`src/rtl/skf_pkg.sv`:
```
// Shared constants for the scalar Kalman filter.
package skf_pkg;

    // Fraction bits of estimate, covariance and noise values.
    localparam int FRAC_BITS = 16;
    // Fraction bits of the gain; the gain is Q1.16 whatever FRAC_BITS is.
    localparam int GAIN_BITS = 16;

    localparam int DATA_W = 32;
    localparam int GAIN_W = GAIN_BITS + 1;
    localparam int CFG_IDX_W = 4;

    typedef logic [DATA_W-1:0]        t_uval;
    typedef logic signed [DATA_W-1:0] t_sval;
    typedef logic [GAIN_W-1:0]        t_gain;
    typedef logic [CFG_IDX_W-1:0]     t_cfg_idx;

    // Register indexes on the configuration port.
    localparam t_cfg_idx REG_PROCESS_NOISE      = 4'd0;
    localparam t_cfg_idx REG_MEASUREMENT_NOISE  = 4'd1;
    localparam t_cfg_idx REG_INITIAL_ESTIMATE   = 4'd2;
    localparam t_cfg_idx REG_INITIAL_COVARIANCE = 4'd3;

    // Reset values: q = 0.1 rounded to nearest, r = 2.0, x0 = 0, p0 = 2.0.
    localparam longint unsigned ONE_FIX = 64'd1 << FRAC_BITS;
    localparam t_uval RST_PROCESS_NOISE      = t_uval'((ONE_FIX + 64'd5) / 64'd10);
    localparam t_uval RST_MEASUREMENT_NOISE  = t_uval'(ONE_FIX * 64'd2);
    localparam t_sval RST_INITIAL_ESTIMATE   = '0;
    localparam t_uval RST_INITIAL_COVARIANCE = t_uval'(ONE_FIX * 64'd2);

    // Unity gain in Q1.16.
    localparam t_gain GAIN_ONE = t_gain'(1) << GAIN_BITS;

endpackage

```
`src/rtl/scalar_kalman_filter_top.sv`:
```
// Scalar Kalman filter: one predict/update step per measurement transaction.
//
// One-channel, one-dimensional Kalman filter on signed Q16.16 samples. Each
// accepted measurement transaction grows the covariance by q (saturating),
// forms the gain k = p/(p+r) in Q1.16 with round half up, moves the estimate
// by k*(m-x) (rounded half up, saturated to 32 bits) and shrinks the
// covariance to (1-k)*p. The result transaction carries the new estimate, the
// gain used and an error flag; error is set, gain is 0 and the estimate is
// left unchanged when p+q plus r is zero. Setting restart reloads estimate and
// covariance from the initial registers before the step. Each item runs
// through the setup states predict, denominator and divider load, then the
// restoring divider that produces the gain one quotient bit per cycle, then
// the two products, which share one 18x34 multiplier in consecutive cycles,
// and a commit state. The next item is taken the cycle after the commit; a
// zero denominator skips divider and multiplier. The block holds o_stall
// high from acceptance until its result enters the output register, so the
// next item can be taken while that result still waits.
// Configuration writes are always ready and take effect at once; write them
// only while the filter is idle. Several channels are several instances.
module scalar_kalman_filter_top (
    input  logic                   i_clk,
    input  logic                   i_rst_n,
    // configuration write channel
    input  logic                   i_cfg_valid,
    output logic                   o_cfg_ready,
    input  skf_pkg::t_cfg_idx      i_cfg_index,
    input  logic [31:0]            i_cfg_data,
    // measurement channel
    input  logic                   i_valid,
    output logic                   o_stall,
    input  logic signed [31:0]     i_measurement,
    input  logic                   i_restart,
    // result channel
    output logic                   o_valid,
    input  logic                   i_stall,
    output logic signed [31:0]     o_estimate,
    output logic [16:0]            o_gain,
    output logic                   o_error
);
    import skf_pkg::*;

    // Sequencer states.
    localparam logic [2:0] S_IDLE = 3'd0;
    localparam logic [2:0] S_PRED = 3'd1; // p1 = sat(p + q), diff = m - x
    localparam logic [2:0] S_DEN  = 3'd2; // den = p1 + r
    localparam logic [2:0] S_LOAD = 3'd3; // zero check, divider setup
    localparam logic [2:0] S_DIV  = 3'd4; // one quotient bit per cycle
    localparam logic [2:0] S_MUL1 = 3'd5; // k * diff
    localparam logic [2:0] S_MUL2 = 3'd6; // new estimate; (1 - k) * p1
    localparam logic [2:0] S_DONE = 3'd7; // commit state, load result

    localparam int DEN_W  = DATA_W + 1;
    localparam int NUM_W  = DATA_W + GAIN_BITS + 1;
    localparam int PROD_W = 52;
    localparam int CNT_W  = $clog2(GAIN_W);

    // configuration registers
    t_uval r_q, r_r, r_p0;
    t_sval r_x0;

    // filter state
    t_sval r_x;
    t_uval r_p;

    logic [2:0]              r_state, n_state;
    logic [CNT_W-1:0]        r_cnt;
    logic signed [DATA_W-1:0] r_m;
    logic signed [DATA_W:0]  r_diff;
    t_uval                   r_p1;
    logic [DEN_W-1:0]        r_den;
    logic [DEN_W-1:0]        r_rem;
    t_gain                   r_quo;      // dividend low bits shift out, quotient in
    logic                    r_err;
    logic signed [PROD_W-1:0] r_prod;
    t_sval                   r_xn;

    // output register
    logic                    r_out_valid;
    t_sval                   r_out_est;
    t_gain                   r_out_gain;
    logic                    r_out_err;

    logic in_acc;
    logic out_free;
    assign in_acc   = i_valid && !o_stall;
    assign out_free = !r_out_valid || !i_stall;

    // predict: saturating p + q
    logic [DATA_W:0] p_sum;
    t_uval           p1_sat;
    assign p_sum  = {1'b0, r_p} + {1'b0, r_q};
    assign p1_sat = p_sum[DATA_W] ? '1 : p_sum[DATA_W-1:0];

    // dividend (p1 << 16) + den/2; its top bits start the remainder
    logic [NUM_W-1:0] num;
    assign num = {1'b0, r_p1, {GAIN_BITS{1'b0}}} + NUM_W'(r_den[DEN_W-1:1]);

    // restoring divider step
    logic [DEN_W:0]   div_t;
    logic             div_ge;
    logic [DEN_W:0]   div_sub;
    assign div_t   = {r_rem, r_quo[GAIN_W-1]};
    assign div_ge  = div_t >= {1'b0, r_den};
    assign div_sub = div_t - {1'b0, r_den};

    // shared multiplier
    logic signed [GAIN_W:0]        mul_a;
    logic signed [DATA_W+1:0]      mul_b;
    logic signed [PROD_W-1:0]      mul_y;
    t_gain                         one_minus_k;
    assign one_minus_k = GAIN_ONE - r_quo;
    always_comb begin
        if (r_state == S_MUL1) begin
            mul_a = $signed({1'b0, r_quo});
            mul_b = {r_diff[DATA_W], r_diff};
        end else begin
            mul_a = $signed({1'b0, one_minus_k});
            mul_b = $signed({2'b00, r_p1});
        end
    end
    assign mul_y = mul_a * mul_b;

    // estimate update, rounded half up, saturated
    localparam logic signed [PROD_W-1:0] HALF = PROD_W'(1) <<< (GAIN_BITS - 1);
    logic signed [PROD_W-1:0]      rnd;
    logic signed [PROD_W-GAIN_BITS-1:0] step;
    logic signed [PROD_W-GAIN_BITS:0]   xs;
    t_sval                         xn_sat;
    assign rnd  = r_prod + HALF;
    assign step = rnd[PROD_W-1:GAIN_BITS];
    assign xs   = (PROD_W-GAIN_BITS+1)'(r_x) + (PROD_W-GAIN_BITS+1)'(step);
    localparam logic signed [PROD_W-GAIN_BITS:0] XMAX = (PROD_W-GAIN_BITS+1)'(32'h7fffffff);
    localparam logic signed [PROD_W-GAIN_BITS:0] XMIN = -(XMAX + 1);
    always_comb begin
        priority if (xs > XMAX) begin
            xn_sat = 32'sh7fffffff;
        end else if (xs < XMIN) begin
            xn_sat = 32'sh80000000;
        end else begin
            xn_sat = xs[DATA_W-1:0];
        end
    end

    // covariance update: never exceeds p1, so no saturation
    t_uval pn;
    assign pn = rnd[DATA_W+GAIN_BITS-1:GAIN_BITS];

    // sequencer
    always_comb begin
        n_state = r_state;
        unique case (r_state)
            S_IDLE: if (in_acc) n_state = S_PRED;
            S_PRED: n_state = S_DEN;
            S_DEN:  n_state = S_LOAD;
            S_LOAD: n_state = (r_den == '0) ? S_DONE : S_DIV;
            S_DIV:  if (r_cnt == '0) n_state = S_MUL1;
            S_MUL1: n_state = S_MUL2;
            S_MUL2: n_state = S_DONE;
            S_DONE: if (out_free) n_state = S_IDLE;
            default: n_state = S_IDLE;
        endcase
    end

    always_ff @(posedge i_clk) begin
        if (!i_rst_n) begin
            r_state <= S_IDLE;
        end else begin
            r_state <= n_state;
        end
    end

    // configuration registers
    always_ff @(posedge i_clk) begin
        if (!i_rst_n) begin
            r_q  <= RST_PROCESS_NOISE;
            r_r  <= RST_MEASUREMENT_NOISE;
            r_x0 <= RST_INITIAL_ESTIMATE;
            r_p0 <= RST_INITIAL_COVARIANCE;
        end else if (i_cfg_valid && o_cfg_ready) begin
            unique case (i_cfg_index)
                REG_PROCESS_NOISE:      r_q  <= i_cfg_data;
                REG_MEASUREMENT_NOISE:  r_r  <= i_cfg_data;
                REG_INITIAL_ESTIMATE:   r_x0 <= $signed(i_cfg_data);
                REG_INITIAL_COVARIANCE: r_p0 <= i_cfg_data;
                default: ;
            endcase
        end
    end

    // filter state: loaded from the initial registers on reset and restart
    always_ff @(posedge i_clk) begin
        if (!i_rst_n) begin
            r_x <= RST_INITIAL_ESTIMATE;
            r_p <= RST_INITIAL_COVARIANCE;
        end else if (in_acc && i_restart) begin
            r_x <= r_x0;
            r_p <= r_p0;
        end else if (r_state == S_DONE && out_free) begin
            r_x <= r_xn;
            r_p <= r_err ? r_p1 : pn;
        end
    end

    // datapath registers
    always_ff @(posedge i_clk) begin
        unique case (r_state)
            S_IDLE: begin
                if (in_acc) r_m <= i_measurement;
            end
            S_PRED: begin
                r_p1   <= p1_sat;
                r_diff <= {r_m[DATA_W-1], r_m} - {r_x[DATA_W-1], r_x};
            end
            S_DEN: begin
                r_den <= {1'b0, r_p1} + {1'b0, r_r};
            end
            S_LOAD: begin
                r_rem <= {1'b0, num[NUM_W-1:GAIN_W]};
                r_quo <= (r_den == '0) ? '0 : num[GAIN_W-1:0];
                r_err <= (r_den == '0);
                r_xn  <= r_x;
                r_cnt <= CNT_W'(GAIN_W - 1);
            end
            S_DIV: begin
                r_rem <= div_ge ? div_sub[DEN_W-1:0] : div_t[DEN_W-1:0];
                r_quo <= {r_quo[GAIN_W-2:0], div_ge};
                r_cnt <= r_cnt - 1'b1;
            end
            S_MUL1: begin
                r_prod <= mul_y;
            end
            S_MUL2: begin
                r_xn   <= xn_sat;
                r_prod <= mul_y;
            end
            S_DONE: ;
            default: ;
        endcase
    end

    // output register
    always_ff @(posedge i_clk) begin
        if (!i_rst_n) begin
            r_out_valid <= 1'b0;
        end else if (r_state == S_DONE && out_free) begin
            r_out_valid <= 1'b1;
        end else if (!i_stall) begin
            r_out_valid <= 1'b0;
        end
    end

    always_ff @(posedge i_clk) begin
        if (r_state == S_DONE && out_free) begin
            r_out_est  <= r_xn;
            r_out_gain <= r_quo;
            r_out_err  <= r_err;
        end
    end

    assign o_cfg_ready = 1'b1;
    assign o_stall     = (r_state != S_IDLE);
    assign o_valid     = r_out_valid;
    assign o_estimate  = r_out_est;
    assign o_gain      = r_out_gain;
    assign o_error     = r_out_err;

endmodule

```
`config.mk`:
```
export PLATFORM = sky130hd
export DESIGN_NAME = scalar_kalman_filter_top
export DESIGN_NICKNAME = d
export VERILOG_FILES = /design/src/rtl/skf_pkg.sv /design/src/rtl/scalar_kalman_filter_top.sv
export SDC_FILE = /design/constraint.sdc
export NUM_CORES = 2
export LEC_CHECK = 0
export BUFFER_PORTS_ARGS = -buffer_cell sky130_fd_sc_hd__buf_2
export CAP_MARGIN = 30
export CORE_AREA = 2 2 288 290
export DETAILED_ROUTE_END_ITERATION = 6
export DIE_AREA = 0 0 290 292
export HOLD_SLACK_MARGIN = 0.08
export PLACE_DENSITY_LB_ADDON = 0.2
export SYNTH_ARGS = -nofsm -noshare
export SYNTH_HDL_FRONTEND = slang
export SYNTH_SLANG_ARGS = --single-unit
```
`constraint.sdc`:
```
create_clock -name i_clk -period 8.8 [get_ports i_clk]
set_clock_uncertainty 0.15 [all_clocks]
set_input_delay 0.44 -clock i_clk [delete_from_list [all_inputs] [get_ports i_clk]]
set_output_delay 0.44 -clock i_clk [all_outputs]
set_load 0.01 [all_outputs]
```
## Word-level counts from Yosys, hierarchy flattened

Index checks and enable logic that the tools add are counted.

- Bits of input ports: 74
- Register bits after elaboration: 516
- Output and inout port bits: 53
- Logic and storage cells: 92

- Add/sub/neg operators: 9
- Order comparisons: 3
- Equal/unequal tests: 14
- Reductions and logical operators: 22
- Multipliers: 1
- Multiplexer cells: 22

Operators with widths:

| cell | count |
|---|---|
| two-way mux 32 bit | 7 |
| adder 32 x 32 -> 33 bit | 2 |
| case mux 33 bit (2 select lines) | 1 |
| case mux 32 bit (2 select lines) | 1 |
| adder 52 x 17 -> 52 bit (second input constant) | 1 |
| multiplier 18 x 34 -> 52 bit | 1 |
| adder 48 x 32 -> 49 bit | 1 |
| adder 32 x 36 -> 37 bit | 1 |
| greater-than comparator 37 x 32 -> 1 bit (second input constant) | 1 |
| less-than comparator 37 x 32 -> 1 bit (second input constant) | 1 |
| greater-or-equal comparator 34 x 33 -> 1 bit | 1 |
| two-way mux 17 bit | 2 |
| two-way mux 34 bit | 1 |
| case mux 17 bit (2 select lines) | 1 |
| logical NOT 33 bit | 1 |
| two-way mux 33 bit | 1 |
| subtractor 32 x 32 -> 33 bit | 1 |
| subtractor 33 bit | 1 |
| case mux 3 bit (8 select lines) | 1 |
| subtractor 17 bit (first input constant) | 1 |
| == test 3 bit (second input constant) | 4 |
| case mux 5 bit (2 select lines) | 1 |
| AND reduction 2 bit | 5 |
| two-way mux 3 bit | 3 |
| 19 further kinds | 30 |

## Longest topological paths before layout

- Word-level depth: 6
- Gate-level depth with buffers: 33
- Gate-level depth less buffers: 31

## Least setup slack after synthesis

Ideal clock, no wire load.

- Path type: reg2reg
- Start: register r_state[0]
- End: register r_prod[44] (data pin)
- Cell stages (with the launch flop): 28
- Data required time: 8389 ps
- Setup slack: 517 ps
- Arrival: 7872 ps
- Cell sequence: dfxtp_1 nor2b_1 and2_1 clkbuf_1 buf_1 buf_1 mux2i_1 nor2_1 fa_1 inv_1 fa_1 fa_1 inv_1 fa_1 fa_1 inv_1 fa_1 inv_1 ha_1 nand3_1 or4_4 a211o_1 a2111oi_4 o2111ai_2 a21boi_2 o21ai_2 nor2b_4 a311o_1

- Longest elaborated chain between the ends: 3
- Elaborated cells between the ends (all ways): 4

RTL lines:

| item | line | text |
|---|---|---|
| start: declaration | scalar_kalman_filter_top.sv:65 | `logic [2:0] r_state, n_state;` |
| start signal: assignment | scalar_kalman_filter_top.sv:168 | `r_state <= n_state;` |
| == test 3 bit * | scalar_kalman_filter_top.sv:113 | `if (r_state == S_MUL1) begin` |
| two-way mux 17 bit / two-way mux 34 bit (equally long branches) | scalar_kalman_filter_top.sv:113 |  |
| multiplier 18 x 34 -> 52 bit * | scalar_kalman_filter_top.sv:121 | `assign mul_y = mul_a * mul_b;` |
| net mul_y[44] | scalar_kalman_filter_top.sv:109 | `logic signed [PROD_W-1:0] mul_y;` |
| end signal: assignment | scalar_kalman_filter_top.sv:230 | `r_prod <= mul_y;` |
| end signal: assignment | scalar_kalman_filter_top.sv:234 | `r_prod <= mul_y;` |
| end: declaration | scalar_kalman_filter_top.sv:74 | `logic signed [PROD_W-1:0] r_prod;` |

The timed path passes the listed nets; every way through them passes the cells marked *.
A chain may end at the register's enable or synchronous reset.

## Worst setup path in the final report

- Start: register r_quo[1]
- End: register r_prod[51] (data pin)

- Longest elaborated chain between the ends: 3

RTL lines:

| item | line | text |
|---|---|---|
| start: declaration | scalar_kalman_filter_top.sv:72 | `t_gain r_quo;` |
| start signal: assignment | scalar_kalman_filter_top.sv:219 | `r_quo <= (r_den == '0) ? '0 : num[GAIN_W-1:0];` |
| start signal: assignment | scalar_kalman_filter_top.sv:226 | `r_quo <= {r_quo[GAIN_W-2:0], div_ge};` |
| subtractor 17 bit | scalar_kalman_filter_top.sv:111 | `assign one_minus_k = GAIN_ONE - r_quo;` |
| two-way mux 17 bit * | scalar_kalman_filter_top.sv:113 |  |
| multiplier 18 x 34 -> 52 bit * | scalar_kalman_filter_top.sv:121 |  |
| net mul_y[51] | scalar_kalman_filter_top.sv:109 |  |

Marked as above.

==> impl_metrics.csv <==
group,metric,value,unit
finish,drive_above_1_share,7.863,%
worst_hold_path,hold_class,"input port to register",
timing,whs,0.1198,ns
floorplanning,rows,105,
synth,postSynthAreaPerCell,9.119,um2
clock_tree,h-tree-depth,2,
placement,hpwl,116200,um
timing,setup_violations,0,
setup_path,crit_path_start_kind,"register",
clock_tree,cts.sinks,501,
route,drc_errors,1,
timing,timing.setup.tns,0,ns
setup_path,crit_required,8.98,ns
timing,max_freq,116.7,MHz
clock_tree,cts_buffers,49,
synth,async_flop_share,0,%
floorplanning,die_y,292,um
timing,max-slew-margin-rel,31.83,%
floorplanning,die_w,290,um
synth,mappedNetlistNets,6143,
global_routing,grt_pass1_wl,225100,um
setup_path,arrival,8.75,ns
clock_tree,insertion_delay,0.60,ns
setup_path,crit_path_frequent_cell,"fa_1",
route,wl,146600,um
clock_tree,root_buffer,"clkbuf_16",
synth,synth_edf_count,305,
timing,hold_viol_final,0,
setup_path,crit_path_max_fanout,15,
global_routing,overflow,0,
synth,ys_seq_elements,501,
placement,routabilityCongestion,0.9788,
setup_path,worst-setup-path-type,"register to register",
route,drtPass1Iterations,7,
timing,finalMaxSlewViolations,0,
synth,yosysUniqueCellTypes,82,
setup_path,cp_slowest_cell,"or4_1",
clock_tree,clk_path_buf_depth,3,
finish,area_growth,10.50,%
placement,placedCellCount,6354,
clock_tree,cts_tree,"built",
synth,synthCells,5223,
floorplanning,dieArea,84680,um2
timing,tightestPinTransition,1.020,ns
finish,fin_cells,6513,
timing,finalCriticalPeriod,8.570,ns
setup_path,path_buf_inv,4,
outcome,status,"finished with violations",
finish,n_antenna_cell,0,
global_routing,antenna_found_initial,3,
job,drv_cap,0,
setup_path,critPathTopFamily,"adder cells",
placement,port_buffers,125,
synth,seq_area_frac_synth,27.47,%
synth,netlist_area,47630,um2
route,wl_per_cell,22.52,um
placement,place_ws,0.1971,ns
route,vias,38204,
floorplanning,initial_core_util,58.38,%
setup_path,max_stage_delay,0.61,ns
global_routing,track_usage,35.05,%
global_routing,grt_max_degree,79,
finish,final_nets,6322,
synth,yosysWarnings,0,
floorplanning,ios,127,
global_routing,grt_pass1_vias,37872,
floorplanning,core,81580,um2
synth,ys.flop_type,"edfxtp_1",
route,vias_per_cell,5.866,
route,ant_nets,0,
timing,setup_ws,0.2297,ns
route,drt_iter0_markers,3369,
timing,fin_crit_sh,97.39,%
setup_path,cp-end-kind,"register",
outcome,violations,"DRC",
clock_tree,cts.reportedPaths.clkPinSlew,0.07,ns
## cells by family after synthesis
group	synth area share (%)
and+or+nand+nor	14.94
adders and majority gates	30.80
buffers and inverters	7.587
DFF	27.47
xor gates and xnor gates	4.763
AOI/OAI and AO/OA	13.59
muxes	0.8432
other	0.007873
## sequential cells by signal, summed over array words and instances, names as in the netlist, 33 cells and up
name    flops
r_den      33
r_diff     33
r_prod     37
r_rem      33
## synthesized netlist by cell type, types with 29 or more instances
cell      count  share of area, %
nor3_1       38              0.40
a21boi_0    185               2.9
ha_1        302               7.9
inv_1       747               5.9
nand2b_1     71              0.93
and2_1       32              0.42
o211ai_1     41              0.65
o21ai_0     116               1.2
and3_1       29              0.38
nor2_1      325               2.6
a211oi_1     31              0.49
nor2b_1      38              0.50
fa_1        544                23
a22oi_1      94               1.5
xor2_1      106               1.9
xnor2_1     153               2.8
o21a_1       31              0.49
nand2_1     963               7.6
edfxtp_1    305                19
nand3_1      61              0.64
a21o_1      107               1.7
clkbuf_1    188               1.5
a21oi_1     214               2.2
mux2i_1      39              0.82
dfxtp_1     196               8.2
## what timing repair did
action	CTS	global route
resized for setup	0	12
hold endpoints to repair	155	0
hold buffers	65	0
buffers inserted	0	2
endpoints found under the setup margin	0	12
## through the flow
stage	cell area, um2	utilization (%)
final	52630	64.51
after floorplan	47630	-
after global placement	50090	61.40
after detailed placement	50140	61.46
after global routing	52630	64.51
after CTS	52540	64.40
## placed cells by master, fill, tap and decap left out, types with 51 or more instances in the layout
| master | count |
|---|---|
| nand2_1 | 961 |
| inv_1 | 747 |
| fa_1 | 544 |
| nor2_1 | 322 |
| edfxtp_1 | 305 |
| ha_1 | 302 |
| a21oi_1 | 212 |
| dfxtp_1 | 196 |
| a21boi_0 | 185 |
| xnor2_1 | 146 |
| buf_4 | 143 |
| buf_2 | 124 |
| o21ai_0 | 112 |
| a21o_1 | 107 |
| xor2_1 | 98 |
| a22oi_1 | 94 |
| nand2b_1 | 71 |
| dlygate4sd3_1 | 65 |
| nand3_1 | 61 |
| clkbuf_16 | 51 |
## worst register-to-register path, cell delays in order, from the launching register on
cell	delay, ns
edfxtp_1	0.48
inv_1	0.14
ha_1	0.21
nand3b_1	0.17
or4_1	0.61
o21ai_2	0.30
xnor2_4	0.30
nand2_1	0.16
fa_1	0.44
inv_1	0.07
fa_1	0.41
ha_1	0.30
fa_1	0.46
fa_1	0.49
inv_1	0.05
fa_1	0.47
inv_1	0.04
ha_1	0.34
nand3_1	0.14
or4_4	0.60
a211o_1	0.39
a2111oi_4	0.57
nor2_1	0.18
o21ai_2	0.30
o211ai_2	0.15
o21ai_2	0.18
a21oi_1	0.10
xnor2_1	0.13
## cell type report
class,count,area (um2)
multi-input combinational,3765,31210
fill,6918,28960
sequential,501,13080
inverter,747,2804
timing repair buffer,338,2446
clock buffer,74,1503
tap,1070,1339
clock inverter,18,246.5
## per-layer routing
metal / part of all wire [%] / track usage (%) / vias to the layer above
li1: - / - / 17432
met1: 41 / 46.81 / 18858
met2: 46 / 56.36 / 1562
met3: 8.0 / 5.427 / 352
met4: 5.5 / 16.62 / 0
met5: 0 / 0 / -
## final timing paths
check                           from                  endpoint  slack [ns]  cells after the start
hold / removal               i_rst_n       r_q[8]$_SDFFE_PN1P_        0.12                      2
hold reg to reg   r_xn[28]$_DFFE_PP_  o_estimate[28]$_DFFE_PP_        0.31                      0
setup / recovery  r_quo[1]$_DFFE_PP_      r_prod[51]$_DFFE_PP_        0.23                     27
setup reg to reg  r_quo[1]$_DFFE_PP_      r_prod[51]$_DFFE_PP_        0.23                     27
Power is left out: the tool's default activity adds up to more than one toggle a clock period on the data nets, which glitch-free logic cannot reach.
